==> config.mk <==
export PLATFORM = sky130hd
export DESIGN_NAME = pfde_engine
export DESIGN_NICKNAME = d
export VERILOG_FILES = /design/src/hdl/pfde_pkg.sv /design/src/hdl/pfde_engine.sv
export SDC_FILE = /design/constraint.sdc
export NUM_CORES = 1
export LEC_CHECK = 0
export BUFFER_PORTS_ARGS = -buffer_cell sky130_fd_sc_hd__buf_2
export CAP_MARGIN = 25
export CORE_MARGIN = 2
export CORE_UTILIZATION = 45
export DETAILED_ROUTE_END_ITERATION = 10
export HOLD_SLACK_MARGIN = 0.06
export PLACE_DENSITY = 0.73
export SYNTH_ARGS = -nofsm -noshare
export SYNTH_HDL_FRONTEND = slang
export SYNTH_SLANG_ARGS = --single-unit
==> constraint.sdc <==
create_clock -name clk -period 3.8 [get_ports clk]
set_clock_uncertainty 0.15 [all_clocks]
set_input_delay 0.76 -clock clk [delete_from_list [all_inputs] [get_ports clk]]
set_output_delay 0.76 -clock clk [all_outputs]
set_load 0.01 [all_outputs]
==> src/hdl/pfde_pkg.sv <==
`timescale 1ns / 1ps
`default_nettype none

package pfde_pkg;

  localparam logic [2:0] FN_CLEAR  = 3'd0;
  localparam logic [2:0] FN_PIXEL  = 3'd1;
  localparam logic [2:0] FN_RECT   = 3'd2;
  localparam logic [2:0] FN_BSTART = 3'd3;
  localparam logic [2:0] FN_BBYTE  = 3'd4;
  localparam logic [2:0] FN_READ   = 3'd5;

  typedef enum logic [1:0] {
    OP_NONE  = 2'd0,
    OP_PIXEL = 2'd1,
    OP_READ  = 2'd2,
    OP_ZERO  = 2'd3
  } pfde_op_t;

  typedef struct packed {
    pfde_op_t   op;
    logic [2:0] bit_sel;
    logic       color;
  } pfde_req_t;

endpackage

`default_nettype wire

==> src/hdl/pfde_engine.sv <==
`timescale 1ns / 1ps
`default_nettype none

module pfde_engine
  import pfde_pkg::*;
#(
  parameter int PIXEL_COLUMNS = 128,
  parameter int PIXEL_ROWS    = 64,
  localparam int COL_W  = (PIXEL_COLUMNS > 1) ? $clog2(PIXEL_COLUMNS) : 1,
  localparam int PAGES  = (PIXEL_ROWS + 7) / 8,
  localparam int PAGE_W = (PAGES > 1) ? $clog2(PAGES) : 1,
  localparam int ADDR_W = COL_W + PAGE_W
) (
  input  wire logic              clk,
  input  wire logic              rst_n,
  input  wire logic              in_valid,
  output logic                   in_ready,
  input  wire logic [2:0]        in_func,
  input  wire logic signed [8:0] in_x_pos,
  input  wire logic signed [8:0] in_y_pos,
  input  wire logic [7:0]        in_width_px,
  input  wire logic [7:0]        in_height_px,
  input  wire logic              in_color,
  input  wire logic [7:0]        in_data_byte,
  output logic                   res_valid,
  input  wire logic              res_ready,
  output logic [7:0]             res_read_data,
  output logic                   res_overflow,
  output pfde_req_t              req,
  output logic [ADDR_W-1:0]      req_addr,
  input  wire logic [7:0]        rd_data
);

  localparam logic [9:0] COL_LIM = 10'(PIXEL_COLUMNS);
  localparam logic [9:0] ROW_LIM = 10'(PIXEL_ROWS);

  typedef enum logic [8:0] {
    ST_INIT   = 9'b0_0000_0001,
    ST_IDLE   = 9'b0_0000_0010,
    ST_CLEAR  = 9'b0_0000_0100,
    ST_PIXEL  = 9'b0_0000_1000,
    ST_RECT   = 9'b0_0001_0000,
    ST_BLIT   = 9'b0_0010_0000,
    ST_RDISS  = 9'b0_0100_0000,
    ST_RDWAIT = 9'b0_1000_0000,
    ST_RES    = 9'b1_0000_0000
  } state_t;

  state_t            state_r, state_nxt;
  logic signed [8:0] x_r, x_nxt;
  logic signed [8:0] y_r, y_nxt;
  logic [7:0]        w_r, w_nxt;
  logic [7:0]        h_r, h_nxt;
  logic              color_r, color_nxt;
  logic [7:0]        data_r, data_nxt;
  logic [7:0]        dx_r, dx_nxt;
  logic [7:0]        dy_r, dy_nxt;
  logic [2:0]        bit_r, bit_nxt;
  logic [ADDR_W-1:0] clr_addr_r, clr_addr_nxt;
  logic signed [8:0] bl_ox_r, bl_ox_nxt;
  logic signed [8:0] bl_oy_r, bl_oy_nxt;
  logic [7:0]        bl_w_r, bl_w_nxt;
  logic [7:0]        bl_h_r, bl_h_nxt;
  logic [7:0]        bl_col_r, bl_col_nxt;
  logic [8:0]        bl_row_r, bl_row_nxt;
  logic [7:0]        res_rd_r, res_rd_nxt;
  logic              res_ovf_r, res_ovf_nxt;

  logic signed [10:0] cx;
  logic signed [10:0] cy;
  logic               pix_color;
  logic               in_range;
  logic [ADDR_W-1:0]  px_addr;

  always_comb begin
    priority if (state_r == ST_RECT) begin
      cx        = {{2{x_r[8]}}, x_r} + {3'b000, dx_r};
      cy        = {{2{y_r[8]}}, y_r} + {3'b000, dy_r};
      pix_color = color_r;
    end else if (state_r == ST_BLIT) begin
      cx        = {{2{bl_ox_r[8]}}, bl_ox_r} + {3'b000, bl_col_r};
      cy        = {{2{bl_oy_r[8]}}, bl_oy_r} + {2'b00, bl_row_r};
      pix_color = data_r[bit_r];
    end else begin
      cx        = {{2{x_r[8]}}, x_r};
      cy        = {{2{y_r[8]}}, y_r};
      pix_color = color_r;
    end
  end

  assign in_range = !cx[10] && (cx[9:0] < COL_LIM) && !cy[10] && (cy[9:0] < ROW_LIM);
  assign px_addr  = {cy[3 +: PAGE_W], cx[COL_W-1:0]};

  assign in_ready      = (state_r == ST_IDLE);
  assign res_valid     = (state_r == ST_RES);
  assign res_read_data = res_rd_r;
  assign res_overflow  = res_ovf_r;

  always_comb begin
    state_nxt    = state_r;
    x_nxt        = x_r;
    y_nxt        = y_r;
    w_nxt        = w_r;
    h_nxt        = h_r;
    color_nxt    = color_r;
    data_nxt     = data_r;
    dx_nxt       = dx_r;
    dy_nxt       = dy_r;
    bit_nxt      = bit_r;
    clr_addr_nxt = clr_addr_r;
    bl_ox_nxt    = bl_ox_r;
    bl_oy_nxt    = bl_oy_r;
    bl_w_nxt     = bl_w_r;
    bl_h_nxt     = bl_h_r;
    bl_col_nxt   = bl_col_r;
    bl_row_nxt   = bl_row_r;
    res_rd_nxt   = res_rd_r;
    res_ovf_nxt  = res_ovf_r;
    req.op       = OP_NONE;
    req.bit_sel  = cy[2:0];
    req.color    = pix_color;
    req_addr     = px_addr;

    unique case (state_r)
      ST_INIT, ST_CLEAR: begin
        req.op       = OP_ZERO;
        req_addr     = clr_addr_r;
        clr_addr_nxt = clr_addr_r + ADDR_W'(1);
        if (&clr_addr_r) begin
          state_nxt = (state_r == ST_INIT) ? ST_IDLE : ST_RES;
        end
      end
      ST_IDLE: begin
        if (in_valid) begin
          x_nxt        = in_x_pos;
          y_nxt        = in_y_pos;
          w_nxt        = in_width_px;
          h_nxt        = in_height_px;
          color_nxt    = in_color;
          data_nxt     = in_data_byte;
          dx_nxt       = 8'd0;
          dy_nxt       = 8'd0;
          bit_nxt      = 3'd7;
          clr_addr_nxt = '0;
          res_rd_nxt   = 8'd0;
          res_ovf_nxt  = 1'b0;
          unique case (in_func)
            FN_CLEAR:  state_nxt = ST_CLEAR;
            FN_PIXEL:  state_nxt = ST_PIXEL;
            FN_RECT: begin
              state_nxt = ((in_width_px == 8'd0) || (in_height_px == 8'd0)) ? ST_RES : ST_RECT;
            end
            FN_BSTART: begin
              bl_ox_nxt  = in_x_pos;
              bl_oy_nxt  = in_y_pos;
              bl_w_nxt   = in_width_px;
              bl_h_nxt   = in_height_px;
              bl_col_nxt = 8'd0;
              bl_row_nxt = 9'd0;
              state_nxt  = ST_RES;
            end
            FN_BBYTE:  state_nxt = ST_BLIT;
            FN_READ:   state_nxt = ST_RDISS;
            default:   state_nxt = ST_RES;
          endcase
        end
      end
      ST_PIXEL: begin
        if (in_range) begin
          req.op = OP_PIXEL;
        end
        state_nxt = ST_RES;
      end
      ST_RECT: begin
        if (in_range) begin
          req.op = OP_PIXEL;
        end
        if (dy_r == h_r - 8'd1) begin
          dy_nxt = 8'd0;
          if (dx_r == w_r - 8'd1) begin
            state_nxt = ST_RES;
          end else begin
            dx_nxt = dx_r + 8'd1;
          end
        end else begin
          dy_nxt = dy_r + 8'd1;
        end
      end
      ST_BLIT: begin
        if ((bl_w_r == 8'd0) || (bl_row_r >= {1'b0, bl_h_r})) begin
          res_ovf_nxt = 1'b1;
        end else begin
          if (in_range) begin
            req.op = OP_PIXEL;
          end
          if (bl_col_r == bl_w_r - 8'd1) begin
            bl_col_nxt = 8'd0;
            bl_row_nxt = bl_row_r + 9'd1;
          end else begin
            bl_col_nxt = bl_col_r + 8'd1;
          end
        end
        bit_nxt = bit_r - 3'd1;
        if (bit_r == 3'd0) begin
          state_nxt = ST_RES;
        end
      end
      ST_RDISS: begin
        if (in_range) begin
          req.op = OP_READ;
        end
        state_nxt = ST_RDWAIT;
      end
      ST_RDWAIT: begin
        if (in_range) begin
          res_rd_nxt = rd_data;
        end
        state_nxt = ST_RES;
      end
      ST_RES: begin
        if (res_ready) begin
          state_nxt = ST_IDLE;
        end
      end
      default: begin
        state_nxt = ST_IDLE;
      end
    endcase
  end

  always_ff @(posedge clk) begin
    if (!rst_n) begin
      state_r    <= ST_INIT;
      clr_addr_r <= '0;
      bl_ox_r    <= 9'sd0;
      bl_oy_r    <= 9'sd0;
      bl_w_r     <= 8'd0;
      bl_h_r     <= 8'd0;
      bl_col_r   <= 8'd0;
      bl_row_r   <= 9'd0;
      res_rd_r   <= 8'd0;
      res_ovf_r  <= 1'b0;
    end else begin
      state_r    <= state_nxt;
      clr_addr_r <= clr_addr_nxt;
      bl_ox_r    <= bl_ox_nxt;
      bl_oy_r    <= bl_oy_nxt;
      bl_w_r     <= bl_w_nxt;
      bl_h_r     <= bl_h_nxt;
      bl_col_r   <= bl_col_nxt;
      bl_row_r   <= bl_row_nxt;
      res_rd_r   <= res_rd_nxt;
      res_ovf_r  <= res_ovf_nxt;
    end
    x_r     <= x_nxt;
    y_r     <= y_nxt;
    w_r     <= w_nxt;
    h_r     <= h_nxt;
    color_r <= color_nxt;
    data_r  <= data_nxt;
    dx_r    <= dx_nxt;
    dy_r    <= dy_nxt;
    bit_r   <= bit_nxt;
  end

endmodule

`default_nettype wire

---- Word-level counts from Yosys, hierarchy flattened ----
Index checks and enable logic that the tools add are counted.
word-level totals
  flip-flop bits (word level) ............. 141
  input port bits ......................... 58
  output and inout bits ................... 27
  word-level logic and storage cells ...... 144
cells by class
  add/sub/neg operators ................... 13
  order comparisons ....................... 4
  equal/unequal tests ..................... 29
  mux-type cells .......................... 48
  reductions and logical operators ........ 31
operators with widths
  kind                   count
  $mux 9                 12
  $mux 8                 9
  $pmux 8 s2             4
  $pmux 9 s7             1
  $pmux 9 s5             1
  $mux 11                4
  $add 9x9->10           3
  $add 8x1->8 const B    3
  $eq 8x8->1             3
  $logic_not 8->1        3
  $sub 8x1->8 const B    3
  $mux 10                2
  $pmux 10 s2            1
  $pmux 9 s2             1
  $ne 2x1->1 const B     7
  $add 9x10->11          1
  $add 10x1->10 const B  1
  $lt 10x7->1 const B    1
  $lt 10x8->1 const B    1
  $ne 2x2->1 const B     5
  $reduce_and 10->1      1
  $add 9x1->9 const B    1
  $eq 9x1->1 const B     1
  $eq 9x2->1 const B     1
  31 further kinds       55

---- Logic depth before layout (Yosys ltp) ----
  depth after elaboration ................. 10
  depth in mapped cells ................... 11
  gate-level depth less buffers ........... 10

---- Worst setup path after synthesis ----
Ideal clock, no wire load.
  path type ............................... register to output
  start ................................... reg dy_r[0]
  end ..................................... out req[5] in the netlist's numbering
  data arrival time ....................... 2,974 ps
  data required time ...................... 2,890 ps
  path slack .............................. -84 ps
  cell stages (with the launch flop) ...... 10
  buffers on the path ..................... 0
  cell sequence ........................... edfxtp_1 ha_1 fa_1 a211oi_2 o21bai_1 a311oi_1 nor3_1 or4_1 a221o_1 o31ai_1
RTL lines
  element                   RTL line            source
  start: declaration        pfde_engine.sv:57   logic [7:0] dy_r, dy_nxt;
  start signal: assignment  pfde_engine.sv:262  dy_r <= dy_nxt;
  end: declaration          pfde_engine.sv:29   output pfde_req_t req,

==> results.tsv <==
stage	metric	value	unit
global_route	antenna_found_initial	0	
outcome	status	finished, violations left	
worst_setup_path	worst_ep_required_time	2890	ps
pwr	peakVddDrop	326	uV
clocking	h-tree-depth	4	
clocking	cts_tree	built	
global_route	met3_usage	3.53	%
logic_synthesis	synth_cells	930	
floorplanning	ioPinCount	85	
clocking	clk_path_buf_depth	2	
global_route	busiest_layer	met2	
place	dp_hpwl	17100	microns
pwr	share_comb_of_total_power	27.7	%
route	vias	7459	
timing	final.setup.worst_slack	-462	ps
global_route	grt_pass1_wl	36500	microns
logic_synthesis	synth_top_area_share	22.0	%
floorplanning	rows	50	
floorplanning	die_w	141	microns
place	dp_slack	-133	ps
finish	nets	1166	
clocking	postCtsHoldBufs	0	
global_route	grt_use_met1	30.1	%
worst_setup_path	cpLargestDelayFamily	compound AO/OA/AOI/OAI gates	
logic_synthesis	synth_cell_types	65	
pwr	p_int	3.26	mW
clocking	clk_latency	430	ps
place	portBuffers	84	
clocking	cts_sinks	141	
place	gp_congestion	0.931	
route	drc	0	
route	ant_nets	0	
timing	fin_crit_sh	112	%
floorplanning	start_util	45.5	%
route	drtPass1Iterations	5	
worst_setup_path	r2r-start	dy_r[0]	
route	drt_iter0_drc	653	
finish	fin_area	0.0101	sq mm
logic_synthesis	synth_edf_count	62	
finish	register_area	0.00344	sq mm
timing	relSlewSlack	53.4	%
route	wl	22900	microns
global_route	grt_usage	23.2	%
finish	drive_above_1_share	18.4	%
worst_setup_path	critPathMaxStageDelay	470	ps
worst_hold_path	hp-start	bl_ox_r[6]	
clocking	root_buffer	clkbuf_16	
worst_hold_path	hp-class	reg2reg	
pwr	p_clk_share	34.4	%
logic_synthesis	synth_area_leaders	edfxtp_1 22%, dfxtp_1 19%, ha_1 7.7%, nand2_1 6.3%, xor2_1 4.2%	
timing	maxSlewViolCount	0	
pwr	pwr_density_cell	478	mW/mm^2
floorplanning	core_area	0.0186	sq mm
worst_setup_path	cp_max_fo	3	
pwr	swShare	32.5	%
logic_synthesis	netlist_top_cells_count	143 x nand2_1, 79 x dfxtp_1, 62 x edfxtp_1, 62 x nor2_1, 52 x ha_1	
timing	hold_violations	0	
timing	max_freq	235	MHz
outcome	violations	negative setup slack	
global_route	grt_pass1_vias	7108	
logic_synthesis	avgSynthCellArea	9.10	sq um
worst_setup_path	timing.rr.end	res_read_data[0]	
worst_setup_path	worstSetupStartpointType	flop	
worst_setup_path	critical_path_buf_inv_count	1	
floorplanning	die_height	141	microns
worst_setup_path	crit_chain	ha_2, fa_2, a211oi_4, o21bai_2, a21oi_2, xnor2_1, or4_1, a221o_2, o31ai_4, buf_2	
logic_synthesis	syn-num-nets	1044	
flow_run	cap_violations	0	
timing	worst_pin_slew	695	ps
logic_synthesis	netlist_area	0.00846	sq mm
logic_synthesis	synth-seq-cells	141	
worst_setup_path	worst-setup-path-type	reg2out	
floorplanning	die_area	0.0199	sq mm
logic_synthesis	yosys_warnings	0	
worst_setup_path	r2r_slack	230	ps
worst_setup_path	worst_ep_arrival_time	3350	ps
route	routedWlPerCell	17.6	microns
finish	multi_input_comb_area	0.00487	sq mm
global_route	grt_max_degree	35	
worst_setup_path	reg2reg_depth	12	
worst_hold_path	min_to	bl_ox_r[6]	
timing	setup_violations	3	
logic_synthesis	synth-main-ff-cell	dfxtp_1	
clocking	numCtsBuffers	17	
global_route	grt_remaining_overflow	0	
finish	syn2layout_area_growth	19.5	%
logic_synthesis	ys_async_sr_fraction	0	%
finish	n_antenna_cell	0	
logic_synthesis	yosysMostFrequentCell	nand2_1	
worst_setup_path	end_kind	output pin	
pwr	power_frac_seq	37.9	%
pwr	power_switching	1.57	mW
pwr	p_leak	3.94	nW
worst_setup_path	crit_slowest_cell	or4_1	
route	via_per_inst	5.74	
timing	grt_setup_unrepaired	yes	
finish	fillCellCount	1666	
logic_synthesis	synth_top_cell_by_area	edfxtp_1	
place	place_area	0.00939	sq mm
logic_synthesis	ys_seq_area_share	40.7	%
clocking	clk_pin_slew	60	ps
global_route	grt.met2_usage	37.8	%
worst_hold_path	whs_path_depth	2	
timing	min_period	4260	ps
-- layout by cell type, fill, tap and decap left out, drive strengths merged, types with 4 or more instances in the layout --
cell / instances
a211oi: 16
a21boi: 39
a21o: 10
a21oi: 43
a31oi: 4
and2: 8
and3: 8
buf: 135
clkbuf: 19
clkinv: 6
dfxtp: 79
edfxtp: 62
fa: 4
ha: 52
inv: 34
mux2i: 13
nand2: 143
nand2b: 11
nand3: 36
nand4: 7
nor2: 62
nor2b: 6
nor3: 22
nor4: 13
o211ai: 23
o21a: 9
o21ai: 50
o22ai: 4
o311ai: 5
o31ai: 7
or3: 10
or4: 6
xnor2: 34
xor2: 41
-- power by group through the flow --
stage	combinational, mW	sequential (mW)	clock, mW
global route	1.46	1.84	1.74
floorplan	0.834	1.83	0
detailed placement	1.25	1.86	0
finish	1.34	1.83	1.66
global placement	1.23	1.85	0
CTS	1.31	1.83	1.68
-- worst max-delay path by stage --
stage             from  endpoint  slack [ps]  cells after the start
4_1_cts        dy_r[0]    req[4]        -490                     10
3_3_place_gp    y_r[0]    req[4]         -40                     10
3_5_place_dp    y_r[0]    req[4]        -130                     10
6_report       dy_r[0]    req[5]        -460                     10
2_1_floorplan  dy_r[0]    req[4]          10                      9
5_1_grt        dy_r[0]    req[4]        -540                     10
-- per-layer routing --
metal,vias to the layer above,share of wire [%]
met4,0,4.4
met5,-,0
met2,255,48
met1,3519,43
li1,3624,-
met3,61,5.1
-- cell type report --
cell class                      instances  share of cell area, %
Sequential cell                       141                   34.1
Multi-Input combinational cell        725                   48.1
Inverter                               32                   1.19
Clock inverter                         13                   1.40
Tap cell                              234                   2.90
Timing Repair Buffer                  135                   7.94
Clock buffer                           19                   4.38
-- worst min-delay path, cell delays in order, from the launching register on --
cell	delay [ps]
dfxtp_1	310
nand2_1	50
a21boi_0	60
-- through the flow --
stage	TNS, ps	cells	util [%]	power, mW	hold slack (ps)
2_1_floorplan	0	930	-	2.66	293
4_1_cts	-1400	1300	54.2	4.81	322
3_5_place_dp	-220	1257	50.6	3.11	312
5_1_grt	-1510	1299	54.4	5.04	342
6_report	-1220	1299	54.4	4.83	321
3_3_place_gp	-47.2	1257	50.6	3.08	302
-- flip-flops by register name, summed over array words and instances, names as in the netlist, 3 cells and up --
name,flops
data_r,8
clr_addr_r,10
bl_row_r,9
h_r,8
bl_col_r,8
bit_r,3
y_r,9
state_r,9
bl_h_r,8
bl_ox_r,9
res_read_data,8
w_r,8
bl_oy_r,9
x_r,9
dx_r,8
bl_w_r,8
dy_r,8
-- repair_timing --
action,in CTS,in global routing
endpoints found under the setup margin,2,10
setup buffers,11,2
gates cloned,0,0
pin swaps,11,9
gates resized for setup,4,15
-- cells by family (layout without fill, tap and decap cells) --
kind of cell | after synthesis | in the layout | share of synthesized area (%)
buffers and inverters | 64 | 199 | 2.94
xor gates and xnor gates | 75 | 75 | 7.76
and+or+nand+nor | 344 | 344 | 19.2
muxes | 15 | 15 | 2.07
DFF | 141 | 141 | 40.7
AOI/OAI and AO/OA | 235 | 235 | 18.7
adders and majority gates | 56 | 56 | 8.64
Note: power is estimated with default switching activity, not from simulation.
